$ cat config.mk
export PLATFORM = sky130hd
export DESIGN_NAME = periodic_grid_diffusion_layers_core_flat
export DESIGN_NICKNAME = d
export VERILOG_FILES = /design/src/hdl/pgd_pkg.sv /design/src/hdl/pgd_ifs.sv /design/src/hdl/pgd_regs.sv /design/src/hdl/pgd_dpath.sv /design/src/hdl/pgd_ctrl.sv /design/src/hdl/periodic_grid_diffusion_layers_core.sv /design/src/flat_wrapper.sv
export SDC_FILE = /design/constraint.sdc
export NUM_CORES = 2
export LEC_CHECK = 0
export ABC_AREA = 0
export BUFFER_PORTS_ARGS = -buffer_cell sky130_fd_sc_hd__buf_2
export CAP_MARGIN = 20
export CORE_UTILIZATION = 45
export CTS_BUF_LIST = sky130_fd_sc_hd__clkbuf_4 sky130_fd_sc_hd__clkbuf_8
export CTS_CLUSTER_SIZE = 25
export DETAILED_ROUTE_END_ITERATION = 8
export MAX_ROUTING_LAYER = met4
export PLACE_DENSITY_LB_ADDON = 0.25
export RECOVER_POWER = 50
export SETUP_SLACK_MARGIN = 0.05
export SYNTH_ARGS = -nofsm -noshare
export SYNTH_HDL_FRONTEND = slang
export SYNTH_SLANG_ARGS = --single-unit
$ cat constraint.sdc
create_clock -name clk -period 24.6 [get_ports clk]
set_input_delay 6.15 -clock clk [delete_from_list [all_inputs] [get_ports clk]]
set_output_delay 6.15 -clock clk [all_outputs]
set_load 0.005 [all_outputs]
$ cat src/hdl/pgd_pkg.sv
// shared types, constants and helpers for the periodic grid diffusion block
package pgd_pkg;

	localparam int VAL_W   = 15;
	localparam int ROW_W   = 3;
	localparam int GS_W    = 4;
	localparam int LC_W    = 16;
	localparam int TW_W    = 17;
	localparam int SW_W    = 15;
	localparam int NB_W    = 17;
	localparam int PROD_W  = 32;
	localparam int LIN_W   = ROW_W + GS_W;
	localparam int APB_AW  = 4;
	localparam int APB_DW  = 32;

	localparam logic [VAL_W-1:0] ONE_Q14     = 15'd16384;
	localparam logic [VAL_W-1:0] TOP_Q14     = 15'd32767;
	localparam logic [TW_W-1:0]  ONE_Q16     = 17'd65536;
	localparam logic [SW_W-1:0]  QUARTER_Q16 = 15'd16384;
	localparam logic [GS_W-1:0]  MIN_SIDE    = 4'd3;

	typedef enum logic [1:0] {
		REG_GRID_SIZE,
		REG_LAYER_COUNT,
		REG_TEMPORAL,
		REG_SPATIAL
	} reg_idx_t;

	typedef struct packed {
		logic [GS_W-1:0] grid_size;
		logic [LC_W-1:0] layer_count;
		logic [TW_W-1:0] temporal_weight;
		logic [SW_W-1:0] spatial_weight;
	} cfg_t;

	typedef enum logic [3:0] {
		OP_NOP,
		OP_BLEND_RD,
		OP_BLEND_MUL,
		OP_BLEND_WR,
		OP_SM_RD0,
		OP_SM_RD1,
		OP_SM_RD2,
		OP_SM_ACC,
		OP_SM_MUL,
		OP_SM_WR,
		OP_COPY,
		OP_COPY_END,
		OP_EMIT_RD,
		OP_EMIT_LD,
		OP_FILL
	} dp_op_t;

	typedef struct packed {
		dp_op_t           op;
		logic [ROW_W-1:0] row;
		logic [ROW_W-1:0] col;
		logic             last;
	} dp_cmd_t;

	typedef enum logic [3:0] {
		ST_IDLE,
		ST_BL_RD,
		ST_BL_MUL,
		ST_BL_WR,
		ST_SM_RD0,
		ST_SM_RD1,
		ST_SM_RD2,
		ST_SM_ACC,
		ST_SM_MUL,
		ST_SM_WR,
		ST_CP,
		ST_CP_END,
		ST_EM_RD,
		ST_EM_LD,
		ST_FILL
	} ctrl_state_t;

	// side of the grid actually used, clamped to [3, max_side]
	function automatic logic [GS_W-1:0] side_clamp(input logic [GS_W-1:0] gs,
			input logic [GS_W-1:0] max_side);
		logic [GS_W-1:0] s;
		s = gs;
		if (gs < MIN_SIDE) begin
			s = MIN_SIDE;
		end else if (gs > max_side) begin
			s = max_side;
		end
		return s;
	endfunction

endpackage

$ cat src/hdl/pgd_ifs.sv
// valid/ready channel interfaces for noise samples and emitted cells
interface pgd_noise_if
	import pgd_pkg::*;
();
	logic             valid;
	logic             ready;
	logic [VAL_W-1:0] noise_sample;

	modport source (output valid, output noise_sample, input ready);
	modport sink (input valid, input noise_sample, output ready);
endinterface

interface pgd_cell_if
	import pgd_pkg::*;
();
	logic             valid;
	logic             ready;
	logic [VAL_W-1:0] cell_value;
	logic [ROW_W-1:0] cell_row;
	logic [ROW_W-1:0] cell_col;
	logic             last_cell;

	modport source (output valid, output cell_value, output cell_row, output cell_col,
		output last_cell, input ready);
	modport sink (input valid, input cell_value, input cell_row, input cell_col,
		input last_cell, output ready);
endinterface

$ cat src/hdl/pgd_regs.sv
// apb configuration registers
module pgd_regs
	import pgd_pkg::*;
(
	input  logic              clk,
	input  logic              arst_n,
	input  logic              psel,
	input  logic              penable,
	input  logic              pwrite,
	input  logic [APB_AW-1:0] paddr,
	input  logic [APB_DW-1:0] pwdata,
	output logic [APB_DW-1:0] prdata,
	output cfg_t              cfg
);

	cfg_t     cfg_q;
	reg_idx_t idx;
	logic     wr_en;

	assign idx   = reg_idx_t'(paddr[APB_AW-1:2]);
	assign wr_en = psel & penable & pwrite;
	assign cfg   = cfg_q;

	always_ff @(posedge clk or negedge arst_n) begin
		if (!arst_n) begin
			cfg_q.grid_size       <= 4'd8;
			cfg_q.layer_count     <= 16'd1;
			cfg_q.temporal_weight <= '0;
			cfg_q.spatial_weight  <= '0;
		end else if (wr_en) begin
			unique case (idx)
				REG_GRID_SIZE:   cfg_q.grid_size       <= pwdata[GS_W-1:0];
				REG_LAYER_COUNT: cfg_q.layer_count     <= pwdata[LC_W-1:0];
				REG_TEMPORAL:    cfg_q.temporal_weight <= pwdata[TW_W-1:0];
				REG_SPATIAL:     cfg_q.spatial_weight  <= pwdata[SW_W-1:0];
				default: ;
			endcase
		end
	end

	always_comb begin
		unique case (idx)
			REG_GRID_SIZE:   prdata = APB_DW'(cfg_q.grid_size);
			REG_LAYER_COUNT: prdata = APB_DW'(cfg_q.layer_count);
			REG_TEMPORAL:    prdata = APB_DW'(cfg_q.temporal_weight);
			REG_SPATIAL:     prdata = APB_DW'(cfg_q.spatial_weight);
			default:         prdata = '0;
		endcase
	end

endmodule

$ cat src/hdl/pgd_dpath.sv
// datapath: grid and scratch memories, shared blend/smooth multipliers, output register
module pgd_dpath
	import pgd_pkg::*;
#(
	parameter int MAX_GRID = 8
) (
	input  logic                                    clk,
	input  logic                                    arst_n,
	input  cfg_t                                    cfg,
	input  dp_cmd_t                                 cmd,
	input  logic [$clog2(MAX_GRID*MAX_GRID)-1:0]    addr,
	input  logic                                    take,
	input  logic [VAL_W-1:0]                        noise_sample,
	input  logic                                    out_ready,
	output logic                                    out_valid,
	output logic [VAL_W-1:0]                        cell_value,
	output logic [ROW_W-1:0]                        cell_row,
	output logic [ROW_W-1:0]                        cell_col,
	output logic                                    last_cell,
	output logic                                    out_free
);

	localparam int DEPTH = MAX_GRID * MAX_GRID;
	localparam int AW    = $clog2(DEPTH);

	logic [VAL_W-1:0] grid_mem   [DEPTH];
	logic [VAL_W-1:0] smooth_mem [DEPTH];
	logic [DEPTH-1:0] grid_vld_q;

	logic [GS_W-1:0]  n;
	logic [ROW_W-1:0] nm1, up, dn, lf, rt;
	logic [AW-1:0]    addr_a, addr_b, addr_c;
	logic             rd_a_en, rd_b_en;
	logic [VAL_W-1:0] rda_raw_q, rdb_raw_q, sm_rd_q;
	logic             rda_vld_q, rdb_vld_q;
	logic [VAL_W-1:0] rd_a, rd_b;

	logic             g_we;
	logic [AW-1:0]    g_waddr;
	logic [VAL_W-1:0] g_wdata;
	logic [AW-1:0]    copy_addr_q;
	logic             copy_pend_q;

	logic [VAL_W-1:0] sample_q, centre_q;
	logic [NB_W-1:0]  nb_q;
	logic [TW_W-1:0]  at, cw, w1, w2;
	logic [SW_W-1:0]  as;
	logic [VAL_W-1:0] x1;
	logic [NB_W-1:0]  x2;
	logic [TW_W+NB_W-1:0] prod2;
	logic [PROD_W-1:0] p1_q, p2_q;
	logic [PROD_W:0]   sum;
	logic [NB_W-1:0]   rnd;
	logic [VAL_W-1:0]  res;

	logic             out_valid_q;

	function automatic logic [AW-1:0] lin(input logic [ROW_W-1:0] r,
			input logic [ROW_W-1:0] c, input logic [GS_W-1:0] side);
		logic [LIN_W-1:0] v;
		v = LIN_W'(r) * LIN_W'(side) + LIN_W'(c);
		return v[AW-1:0];
	endfunction

	// wraparound neighbours
	always_comb begin
		n   = side_clamp(cfg.grid_size, GS_W'(MAX_GRID));
		nm1 = ROW_W'(n - 4'd1);
		up  = (cmd.row == '0) ? nm1 : cmd.row - 3'd1;
		dn  = ((GS_W'(cmd.row) + 4'd1) == n) ? '0 : cmd.row + 3'd1;
		lf  = (cmd.col == '0) ? nm1 : cmd.col - 3'd1;
		rt  = ((GS_W'(cmd.col) + 4'd1) == n) ? '0 : cmd.col + 3'd1;
		addr_c = lin(cmd.row, cmd.col, n);
	end

	always_comb begin
		addr_a  = addr_c;
		addr_b  = lin(up, cmd.col, n);
		rd_a_en = 1'b0;
		rd_b_en = 1'b0;
		case (cmd.op) inside
			OP_BLEND_RD: begin
				addr_a  = addr;
				rd_a_en = 1'b1;
			end
			OP_SM_RD0: begin
				rd_a_en = 1'b1;
				rd_b_en = 1'b1;
			end
			OP_SM_RD1: begin
				addr_a  = lin(dn, cmd.col, n);
				addr_b  = lin(cmd.row, lf, n);
				rd_a_en = 1'b1;
				rd_b_en = 1'b1;
			end
			OP_SM_RD2: begin
				addr_a  = lin(cmd.row, rt, n);
				rd_a_en = 1'b1;
			end
			OP_EMIT_RD: begin
				rd_a_en = 1'b1;
			end
			default: ;
		endcase
	end

	// cells never written since reset or the last fill read as 1.0
	assign rd_a = rda_vld_q ? rda_raw_q : ONE_Q14;
	assign rd_b = rdb_vld_q ? rdb_raw_q : ONE_Q14;

	always_comb begin
		g_we    = 1'b0;
		g_waddr = copy_addr_q;
		g_wdata = sm_rd_q;
		if (cmd.op == OP_BLEND_WR) begin
			g_we    = 1'b1;
			g_waddr = addr;
			g_wdata = res;
		end else if ((cmd.op == OP_COPY || cmd.op == OP_COPY_END) && copy_pend_q) begin
			g_we = 1'b1;
		end
	end

	always_ff @(posedge clk) begin
		if (rd_a_en) begin
			rda_raw_q <= grid_mem[addr_a];
		end
		if (rd_b_en) begin
			rdb_raw_q <= grid_mem[addr_b];
		end
		if (g_we) begin
			grid_mem[g_waddr] <= g_wdata;
		end
		if (cmd.op == OP_COPY) begin
			sm_rd_q <= smooth_mem[addr];
		end
		if (cmd.op == OP_SM_WR) begin
			smooth_mem[addr_c] <= res;
		end
	end

	always_ff @(posedge clk or negedge arst_n) begin
		if (!arst_n) begin
			grid_vld_q  <= '0;
			rda_vld_q   <= 1'b0;
			rdb_vld_q   <= 1'b0;
			copy_pend_q <= 1'b0;
			copy_addr_q <= '0;
		end else begin
			if (rd_a_en) begin
				rda_vld_q <= grid_vld_q[addr_a];
			end
			if (rd_b_en) begin
				rdb_vld_q <= grid_vld_q[addr_b];
			end
			if (cmd.op == OP_FILL) begin
				grid_vld_q <= '0;
			end else if (g_we) begin
				grid_vld_q[g_waddr] <= 1'b1;
			end
			if (cmd.op == OP_COPY) begin
				copy_pend_q <= 1'b1;
				copy_addr_q <= addr;
			end else if (cmd.op == OP_COPY_END) begin
				copy_pend_q <= 1'b0;
			end
		end
	end

	// weights and multiplier operands
	always_comb begin
		at = (cfg.temporal_weight > ONE_Q16) ? ONE_Q16 : cfg.temporal_weight;
		as = (cfg.spatial_weight > QUARTER_Q16) ? QUARTER_Q16 : cfg.spatial_weight;
		cw = ONE_Q16 - {as, 2'b00};
		if (cmd.op == OP_SM_MUL) begin
			w1 = cw;
			x1 = centre_q;
			w2 = TW_W'(as);
			x2 = nb_q;
		end else begin
			w1 = ONE_Q16 - at;
			x1 = rd_a;
			w2 = at;
			x2 = NB_W'(sample_q);
		end
		prod2 = w2 * x2;
	end

	always_ff @(posedge clk) begin
		if (take) begin
			sample_q <= noise_sample;
		end
		case (cmd.op)
			OP_SM_RD1: begin
				centre_q <= rd_a;
				nb_q     <= NB_W'(rd_b);
			end
			OP_SM_RD2: nb_q <= nb_q + NB_W'(rd_a) + NB_W'(rd_b);
			OP_SM_ACC: nb_q <= nb_q + NB_W'(rd_a);
			default: ;
		endcase
		if (cmd.op == OP_BLEND_MUL || cmd.op == OP_SM_MUL) begin
			p1_q <= w1 * x1;
			p2_q <= prod2[PROD_W-1:0];
		end
	end

	// round half up to q1.14 and saturate
	always_comb begin
		sum = (PROD_W+1)'(p1_q) + (PROD_W+1)'(p2_q) + (PROD_W+1)'(32768);
		rnd = sum[PROD_W:16];
		res = (rnd > NB_W'(TOP_Q14)) ? TOP_Q14 : rnd[VAL_W-1:0];
	end

	// output register
	assign out_free = ~out_valid_q | out_ready;

	always_ff @(posedge clk or negedge arst_n) begin
		if (!arst_n) begin
			out_valid_q <= 1'b0;
		end else if (cmd.op == OP_EMIT_LD) begin
			out_valid_q <= 1'b1;
		end else if (out_ready) begin
			out_valid_q <= 1'b0;
		end
	end

	always_ff @(posedge clk) begin
		if (cmd.op == OP_EMIT_LD) begin
			cell_value <= rd_a;
			cell_row   <= cmd.row;
			cell_col   <= cmd.col;
			last_cell  <= cmd.last;
		end
	end

	assign out_valid = out_valid_q;

endmodule

$ cat src/hdl/pgd_ctrl.sv
// controller: sequences blend, smoothing sweep, copy-back, emission and fill
module pgd_ctrl
	import pgd_pkg::*;
#(
	parameter int MAX_GRID = 8
) (
	input  logic                                 clk,
	input  logic                                 arst_n,
	input  cfg_t                                 cfg,
	input  logic                                 in_valid,
	output logic                                 in_ready,
	input  logic                                 out_free,
	output dp_cmd_t                              cmd,
	output logic [$clog2(MAX_GRID*MAX_GRID)-1:0] addr
);

	localparam int DEPTH = MAX_GRID * MAX_GRID;
	localparam int AW    = $clog2(DEPTH);
	localparam int CW    = $clog2(DEPTH + 1);

	ctrl_state_t      state_q, state_d;
	logic [AW-1:0]    pos_q, cell_pos_q, k_q;
	logic [LC_W-1:0]  layer_pos_q;
	logic [ROW_W-1:0] row_q, col_q;

	logic [GS_W-1:0]  n;
	logic [ROW_W-1:0] nm1;
	logic [7:0]       sq;
	logic [CW-1:0]    cells;
	logic [LC_W-1:0]  layers;
	logic             accept, layer_end, more_layers, grid_last, copy_last;

	always_comb begin
		n           = side_clamp(cfg.grid_size, GS_W'(MAX_GRID));
		nm1         = ROW_W'(n - 4'd1);
		sq          = 8'(n) * 8'(n);
		cells       = CW'(sq);
		layers      = (cfg.layer_count == '0) ? 16'd1 : cfg.layer_count;
		accept      = in_valid & in_ready;
		layer_end   = (CW'(pos_q) + CW'(1)) >= cells;
		more_layers = (17'(layer_pos_q) + 17'd1) < 17'(layers);
		grid_last   = (row_q == nm1) && (col_q == nm1);
		copy_last   = k_q == AW'(DEPTH - 1);
	end

	always_ff @(posedge clk or negedge arst_n) begin
		if (!arst_n) begin
			state_q <= ST_IDLE;
		end else begin
			state_q <= state_d;
		end
	end

	always_comb begin
		state_d  = state_q;
		in_ready = 1'b0;
		cmd.op   = OP_NOP;
		cmd.row  = row_q;
		cmd.col  = col_q;
		cmd.last = grid_last;
		addr     = pos_q;
		unique case (state_q)
			ST_IDLE: begin
				in_ready = 1'b1;
				if (in_valid) begin
					state_d = ST_BL_RD;
				end
			end
			ST_BL_RD: begin
				cmd.op  = OP_BLEND_RD;
				state_d = ST_BL_MUL;
			end
			ST_BL_MUL: begin
				cmd.op  = OP_BLEND_MUL;
				state_d = ST_BL_WR;
			end
			ST_BL_WR: begin
				cmd.op  = OP_BLEND_WR;
				state_d = layer_end ? ST_SM_RD0 : ST_IDLE;
			end
			ST_SM_RD0: begin
				cmd.op  = OP_SM_RD0;
				state_d = ST_SM_RD1;
			end
			ST_SM_RD1: begin
				cmd.op  = OP_SM_RD1;
				state_d = ST_SM_RD2;
			end
			ST_SM_RD2: begin
				cmd.op  = OP_SM_RD2;
				state_d = ST_SM_ACC;
			end
			ST_SM_ACC: begin
				cmd.op  = OP_SM_ACC;
				state_d = ST_SM_MUL;
			end
			ST_SM_MUL: begin
				cmd.op  = OP_SM_MUL;
				state_d = ST_SM_WR;
			end
			ST_SM_WR: begin
				cmd.op  = OP_SM_WR;
				state_d = grid_last ? ST_CP : ST_SM_RD0;
			end
			ST_CP: begin
				cmd.op  = OP_COPY;
				addr    = k_q;
				state_d = copy_last ? ST_CP_END : ST_CP;
			end
			ST_CP_END: begin
				cmd.op  = OP_COPY_END;
				state_d = more_layers ? ST_IDLE : ST_EM_RD;
			end
			ST_EM_RD: begin
				cmd.op  = OP_EMIT_RD;
				state_d = ST_EM_LD;
			end
			ST_EM_LD: begin
				if (out_free) begin
					cmd.op  = OP_EMIT_LD;
					state_d = grid_last ? ST_FILL : ST_EM_RD;
				end
			end
			ST_FILL: begin
				cmd.op  = OP_FILL;
				state_d = ST_IDLE;
			end
			default: state_d = ST_IDLE;
		endcase
	end

	always_ff @(posedge clk or negedge arst_n) begin
		if (!arst_n) begin
			pos_q       <= '0;
			cell_pos_q  <= '0;
			k_q         <= '0;
			layer_pos_q <= '0;
			row_q       <= '0;
			col_q       <= '0;
		end else begin
			case (state_q)
				ST_IDLE: begin
					if (accept) begin
						// a position left beyond a shrunk grid restarts the layer
						pos_q <= (CW'(cell_pos_q) < cells) ? cell_pos_q : '0;
					end
				end
				ST_BL_WR: begin
					row_q <= '0;
					col_q <= '0;
					cell_pos_q <= layer_end ? '0 : pos_q + AW'(1);
				end
				ST_SM_WR: begin
					k_q <= '0;
					if (col_q == nm1) begin
						col_q <= '0;
						row_q <= row_q + 3'd1;
					end else begin
						col_q <= col_q + 3'd1;
					end
				end
				ST_CP: k_q <= k_q + AW'(1);
				ST_CP_END: begin
					row_q <= '0;
					col_q <= '0;
					if (more_layers) begin
						layer_pos_q <= layer_pos_q + 16'd1;
					end
				end
				ST_EM_LD: begin
					if (out_free) begin
						if (col_q == nm1) begin
							col_q <= '0;
							row_q <= row_q + 3'd1;
						end else begin
							col_q <= col_q + 3'd1;
						end
					end
				end
				ST_FILL: layer_pos_q <= '0;
				default: ;
			endcase
		end
	end

endmodule

$ cat src/hdl/periodic_grid_diffusion_layers_core.sv
// top level of the periodic grid diffusion block
//
//  channel  | direction | words                     | handshake
//  ---------+-----------+---------------------------+--------------------
//  noise    | in        | noise_sample              | valid/ready
//  result   | out       | cell_value/row/col/last   | valid/ready
//  apb      | in        | grid_size .. spatial_wgt  | psel/penable/pready
//
// a sample passes through accept, grid read, multiply, round and write back
// a layer end adds a smoothing sweep (five neighbour reads over the two grid read
// ports) and a copy-back of all MAX_GRID*MAX_GRID cells
// a run end adds emission (a read and a load per cell) plus a fill, longer
// while the result register stalls; no clearing pass, grid reads 1.0 after reset
module periodic_grid_diffusion_layers_core
	import pgd_pkg::*;
#(
	parameter int MAX_GRID = 8
) (
	input  logic              clk,
	input  logic              arst_n,
	input  logic              psel,
	input  logic              penable,
	input  logic              pwrite,
	input  logic [APB_AW-1:0] paddr,
	input  logic [APB_DW-1:0] pwdata,
	output logic [APB_DW-1:0] prdata,
	output logic              pready,
	pgd_noise_if.sink         noise,
	pgd_cell_if.source        result
);

	localparam int AW = $clog2(MAX_GRID * MAX_GRID);

	cfg_t          cfg;
	dp_cmd_t       cmd;
	logic [AW-1:0] addr;
	logic          out_free;
	logic          take;

	assign pready = 1'b1;
	assign take   = noise.valid & noise.ready;

	pgd_regs u_regs (
		.clk     (clk),
		.arst_n  (arst_n),
		.psel    (psel),
		.penable (penable),
		.pwrite  (pwrite),
		.paddr   (paddr),
		.pwdata  (pwdata),
		.prdata  (prdata),
		.cfg     (cfg)
	);

	pgd_ctrl #(.MAX_GRID(MAX_GRID)) u_ctrl (
		.clk      (clk),
		.arst_n   (arst_n),
		.cfg      (cfg),
		.in_valid (noise.valid),
		.in_ready (noise.ready),
		.out_free (out_free),
		.cmd      (cmd),
		.addr     (addr)
	);

	pgd_dpath #(.MAX_GRID(MAX_GRID)) u_dpath (
		.clk          (clk),
		.arst_n       (arst_n),
		.cfg          (cfg),
		.cmd          (cmd),
		.addr         (addr),
		.take         (take),
		.noise_sample (noise.noise_sample),
		.out_ready    (result.ready),
		.out_valid    (result.valid),
		.cell_value   (result.cell_value),
		.cell_row     (result.cell_row),
		.cell_col     (result.cell_col),
		.last_cell    (result.last_cell),
		.out_free     (out_free)
	);

endmodule

$ cat src/flat_wrapper.sv
// flat-port wrapper written by rule: the top's interface ports become plain ports
module periodic_grid_diffusion_layers_core_flat import pgd_pkg::*;
#(
	parameter int MAX_GRID = 8
)
  (clk, arst_n, psel, penable, pwrite, paddr, pwdata, prdata, pready, noise_valid, noise_noise_sample, noise_ready, result_valid, result_cell_value, result_cell_row, result_cell_col, result_last_cell, result_ready);
  pgd_noise_if noise_i ();
  pgd_cell_if result_i ();
  input  logic clk;
  input  logic arst_n;
  input  logic psel;
  input  logic penable;
  input  logic pwrite;
  input  logic [APB_AW-1:0] paddr;
  input  logic [APB_DW-1:0] pwdata;
  output logic [APB_DW-1:0] prdata;
  output logic pready;
  input wire logic [$bits(noise_i.valid)-1:0] noise_valid;
  input wire logic [$bits(noise_i.noise_sample)-1:0] noise_noise_sample;
  output wire logic [$bits(noise_i.ready)-1:0] noise_ready;
  output wire logic [$bits(result_i.valid)-1:0] result_valid;
  output wire logic [$bits(result_i.cell_value)-1:0] result_cell_value;
  output wire logic [$bits(result_i.cell_row)-1:0] result_cell_row;
  output wire logic [$bits(result_i.cell_col)-1:0] result_cell_col;
  output wire logic [$bits(result_i.last_cell)-1:0] result_last_cell;
  input wire logic [$bits(result_i.ready)-1:0] result_ready;
  assign noise_i.valid = noise_valid;
  assign noise_i.noise_sample = noise_noise_sample;
  assign noise_ready = noise_i.ready;
  assign result_valid = result_i.valid;
  assign result_cell_value = result_i.cell_value;
  assign result_cell_row = result_i.cell_row;
  assign result_cell_col = result_i.cell_col;
  assign result_last_cell = result_i.last_cell;
  assign result_i.ready = result_ready;
  periodic_grid_diffusion_layers_core #(.MAX_GRID(MAX_GRID)) u_core (.clk(clk), .arst_n(arst_n), .psel(psel), .penable(penable), .pwrite(pwrite), .paddr(paddr), .pwdata(pwdata), .prdata(prdata), .pready(pready), .noise(noise_i), .result(result_i));
endmodule
==> flow_summary.rst <==
.. list-table::
   :header-rows: 1

   * - Metric
     - Value
   * - Required time of the worst setup path
     - 18.45 ns
   * - Number of DRC markers in iteration 0
     - 8,273
   * - Cell area after synthesis
     - 125,000 um^2
   * - Worst Path Max Fanout
     - 32
   * - Hpwl dp
     - 229,000 um
   * - Commonest cells after routing, fill and taps aside
     - 2,098 x sky130_fd_sc_hd__edfxtp_1, 1,880 x sky130_fd_sc_hd__nand2_1, 885 x sky130_fd_sc_hd__mux2i_1
   * - Inserted Clock Buffers
     - 380
   * - Worst setup SP type
     - input pin
   * - Ports placed on the boundary
     - 115
   * - Area share of the leading cell type in the synthesized netlist
     - 50.5%
   * - Number of nets still failing antenna checks after routing
     - 0
   * - Number of buffers added for setup after CTS
     - 0
   * - WP data arrival
     - 7.75 ns
   * - Aggregate global routing overflow
     - 0
   * - Synthesis-stage register bit count
     - 2,268
   * - Clock transition at path regs
     - 0.06 ns
   * - Number of flops mapped to enable cells by yosys
     - 2,098
   * - DR vias
     - 83,400
   * - Number of pins exceeding their max-slew limit in the final report
     - 2,790
   * - Vias per cell
     - 5.86
   * - Clock Skew
     - 0.128 ns
   * - Setup TNS
     - 0 ns
   * - Critical path buffer and inverter count
     - 2
   * - Cell chosen for the clock root
     - sky130_fd_sc_hd__clkbuf_8
   * - Worst hold-check path type
     - reg2reg
   * - Run status
     - finished, violations left
   * - Setup violators final
     - 0
   * - Mean instance size in the synthesized netlist
     - 12.4 um^2
   * - Failing checks
     - capacitance limit, slew limit
   * - CP Capture Type
     - output pin
   * - Clock Path Buffers
     - 4
   * - Post-Syn Instances
     - 10,100
   * - Distinct cell type count of the synthesized netlist
     - 85
   * - Die height
     - 528 um
   * - Count of port buffers added during placement
     - 81
   * - Max stage delay cell, worst path
     - sky130_fd_sc_hd__nor2b_1
   * - Hold buffers post-CTS
     - 0
   * - Routed wire length per instance
     - 25.5 um
   * - Initial DRT Pass Iterations
     - 8
   * - Post-layout minimum cycle time
     - 13.90 ns
   * - Final Hold Vio Count
     - 0
   * - Most common library cell in the layout ignoring fill and taps
     - sky130_fd_sc_hd__edfxtp_1
   * - Top cell type by total area after synthesis
     - sky130_fd_sc_hd__edfxtp_1
   * - Worst Setup Path Type
     - in2out
   * - Initial antenna violation count
     - 18
   * - Sequential cell area fraction in the yosys report
     - 53.9%
   * - Share of final-layout standard cells stronger than drive strength 1
     - 12.0%
   * - CP delay by family, top
     - simple AND/OR/NAND/NOR gates
   * - Total routed wirelength
     - 363,000 um
   * - # H-tree levels
     - 5
   * - CTS tree
     - done
   * - Cells resized by post-CTS repair
     - 0
   * - Slew at the pin with the worst max-slew slack
     - 3.84 ns
   * - Largest stage delay on the critical path
     - 0.75 ns
   * - Std cell rows
     - 192
   * - CP cell instances
     - buf_2, nor2b_1, a22o_1, buf_2
   * - Synth Flop Type
     - sky130_fd_sc_hd__edfxtp_1
   * - Max Clk Rate
     - 72.0 MHz
   * - Skew-Pair Late Insertion Delay
     - 1.11 ns
   * - Final weighted congestion in routability-driven placement
     - 0.930
   * - Clk sinks
     - 2,268
   * - Global-route wire length before repair
     - 532,000 um
   * - Layout Area Growth over Synthesis
     - 9.78%
   * - Fin nets
     - 11,100
   * - Area of the placeable core
     - 275,000 um^2
   * - Most common cell type on the critical path
     - sky130_fd_sc_hd__buf_2
   * - Largest net degree at the start of global routing
     - 176
   * - Warning count from the yosys run
     - 0
   * - Total global routing track utilization
     - 26.3%
   * - Setup repair after global routing missed its margin
     - false
   * - Residual DRC count
     - 0
   * - Die W
     - 528 um
   * - Vias in the first global route
     - 83,400
   * - Floorplan die area
     - 279,000 um^2
   * - Part of the cycle the worst path needs
     - 56.5%
   * - Fraction of registers with async set/reset
     - 7.50%
   * - Worst-case headroom to the max-slew limit
     - -156%
   * - Initial standard-cell utilization of the core
     - 45.4%
   * - Number of max-cap violations
     - 74
   * - Number of filler cells placed in the layout
     - 23,900
   * - Top post-synthesis cells by area
     - sky130_fd_sc_hd__edfxtp_1 51%, sky130_fd_sc_hd__mux2i_1 7.2%, sky130_fd_sc_hd__fa_1 7.0%
layout make-up:
type                            count  area [um^2]  area share, %
Antenna cell                       10         25.0         0.0183
Tap cell                         3686         4610           3.37
Inverter                          596         2240           1.64
Clock buffer                      513         6300           4.60
Timing Repair Buffer              333         2190           1.60
Sequential cell                  2268        67300           49.1
Multi-Input combinational cell   6659        53100           38.8
Clock inverter                    173         1170          0.856
Yosys cell counts, types with 8 or more instances:
cell	n
sky130_fd_sc_hd__mux2i_1	892
sky130_fd_sc_hd__o21a_1	96
sky130_fd_sc_hd__a21boi_0	10
sky130_fd_sc_hd__nor2b_1	39
sky130_fd_sc_hd__and2_1	98
sky130_fd_sc_hd__xor2_1	55
sky130_fd_sc_hd__or2_2	12
sky130_fd_sc_hd__nand2_1	1891
sky130_fd_sc_hd__and2_0	11
sky130_fd_sc_hd__a311o_1	19
sky130_fd_sc_hd__xnor2_1	101
sky130_fd_sc_hd__o21ai_0	141
sky130_fd_sc_hd__a311oi_1	196
sky130_fd_sc_hd__o21ai_1	24
sky130_fd_sc_hd__o31ai_1	21
sky130_fd_sc_hd__inv_1	594
sky130_fd_sc_hd__a21o_1	58
sky130_fd_sc_hd__mux2_2	45
sky130_fd_sc_hd__clkbuf_1	299
sky130_fd_sc_hd__nor2_1	522
sky130_fd_sc_hd__nand2b_1	60
sky130_fd_sc_hd__a22oi_1	18
sky130_fd_sc_hd__buf_1	42
sky130_fd_sc_hd__o211ai_1	77
sky130_fd_sc_hd__buf_2	142
sky130_fd_sc_hd__ha_1	361
sky130_fd_sc_hd__mux4_2	264
sky130_fd_sc_hd__edfxtp_1	2098
sky130_fd_sc_hd__nand4_1	10
sky130_fd_sc_hd__or3_1	18
sky130_fd_sc_hd__a21oi_1	177
sky130_fd_sc_hd__a22o_1	26
sky130_fd_sc_hd__and3_1	163
sky130_fd_sc_hd__nor3_1	58
sky130_fd_sc_hd__a31oi_1	117
sky130_fd_sc_hd__a211oi_1	128
sky130_fd_sc_hd__fa_1	433
sky130_fd_sc_hd__nor4_1	12
sky130_fd_sc_hd__o21bai_1	8
sky130_fd_sc_hd__nand3_1	378
sky130_fd_sc_hd__buf_4	107
sky130_fd_sc_hd__dfrtp_1	168
state kept, by name, summed over array words and instances (netlist names), 16 cells and up:
| name | flops |
|---|---|
| u_core.u_ctrl.layer_pos_q | 16 |
| u_core.u_dpath.grid_mem | 960 |
| u_core.u_dpath.grid_vld_q | 64 |
| u_core.u_dpath.nb_q | 17 |
| u_core.u_dpath.p1_q | 32 |
| u_core.u_dpath.p2_q | 32 |
| u_core.u_dpath.smooth_mem | 960 |
| u_core.u_regs.cfg | 52 |
logic make-up (layout without fill, tap and decap cells):
| kind of cell | after synthesis | count (layout) | synth area share [%] |
|---|---|---|---|
| AO/OA/AOI/OAI | 1186 | 1186 | 6.68 |
| flip-flops | 2268 | 2268 | 53.9 |
| XOR/XNOR | 156 | 156 | 1.10 |
| other | 2 | 29 | 0.00602 |
| buffers and inverters | 1186 | 1615 | 4.03 |
| AND/OR/NAND/NOR | 3303 | 3303 | 11.3 |
| multiplexers | 1201 | 1201 | 12.3 |
| adder cells (fa/ha/maj) | 794 | 794 | 10.6 |
through the flow:
step                hold slack, ns  area [um^2]  worst slack (ns)  instances  utilization [%]
finish                       0.515       137000             10.70      14200             49.9
global route                 0.531       137000             10.58      14200             49.8
CTS                          0.510       137000             10.74      14200             50.0
detailed placement           0.480       130000             10.75      13500             47.3
global placement             0.474       130000             10.76      13500             47.2
floorplan                    0.423       125000             11.33      10100                -
worst paths after layout:
path / start / end / slack, ns / cells past startpoint
hold / removal: u_core.u_dpath.grid_vld_q[27] / u_core.u_dpath.grid_vld_q[27] / 0.51 / 1
max in group asynchronous: arst_n / u_core.u_ctrl.row_q[0] / 17.86 / 2
min in group asynchronous: arst_n / u_core.u_regs.cfg[34] / 5.27 / 1
hold reg to reg: u_core.u_dpath.grid_vld_q[27] / u_core.u_dpath.grid_vld_q[27] / 0.51 / 1
setup / recovery: paddr[3] / prdata[4] / 10.70 / 4
setup reg to reg: u_core.u_ctrl.state_q[0] / u_core.u_dpath.p2_q[28] / 11.40 / 24
layer usage:
metal  global-route usage [%]  wire length, um
met5                        -                0
met4                     10.7            15900
met3                     3.81            27000
met2                     41.5           171000
met1                     34.2           148000
Power is not shown: default switching activity piles up to over one toggle a cycle in this logic, so the estimate is an artifact.
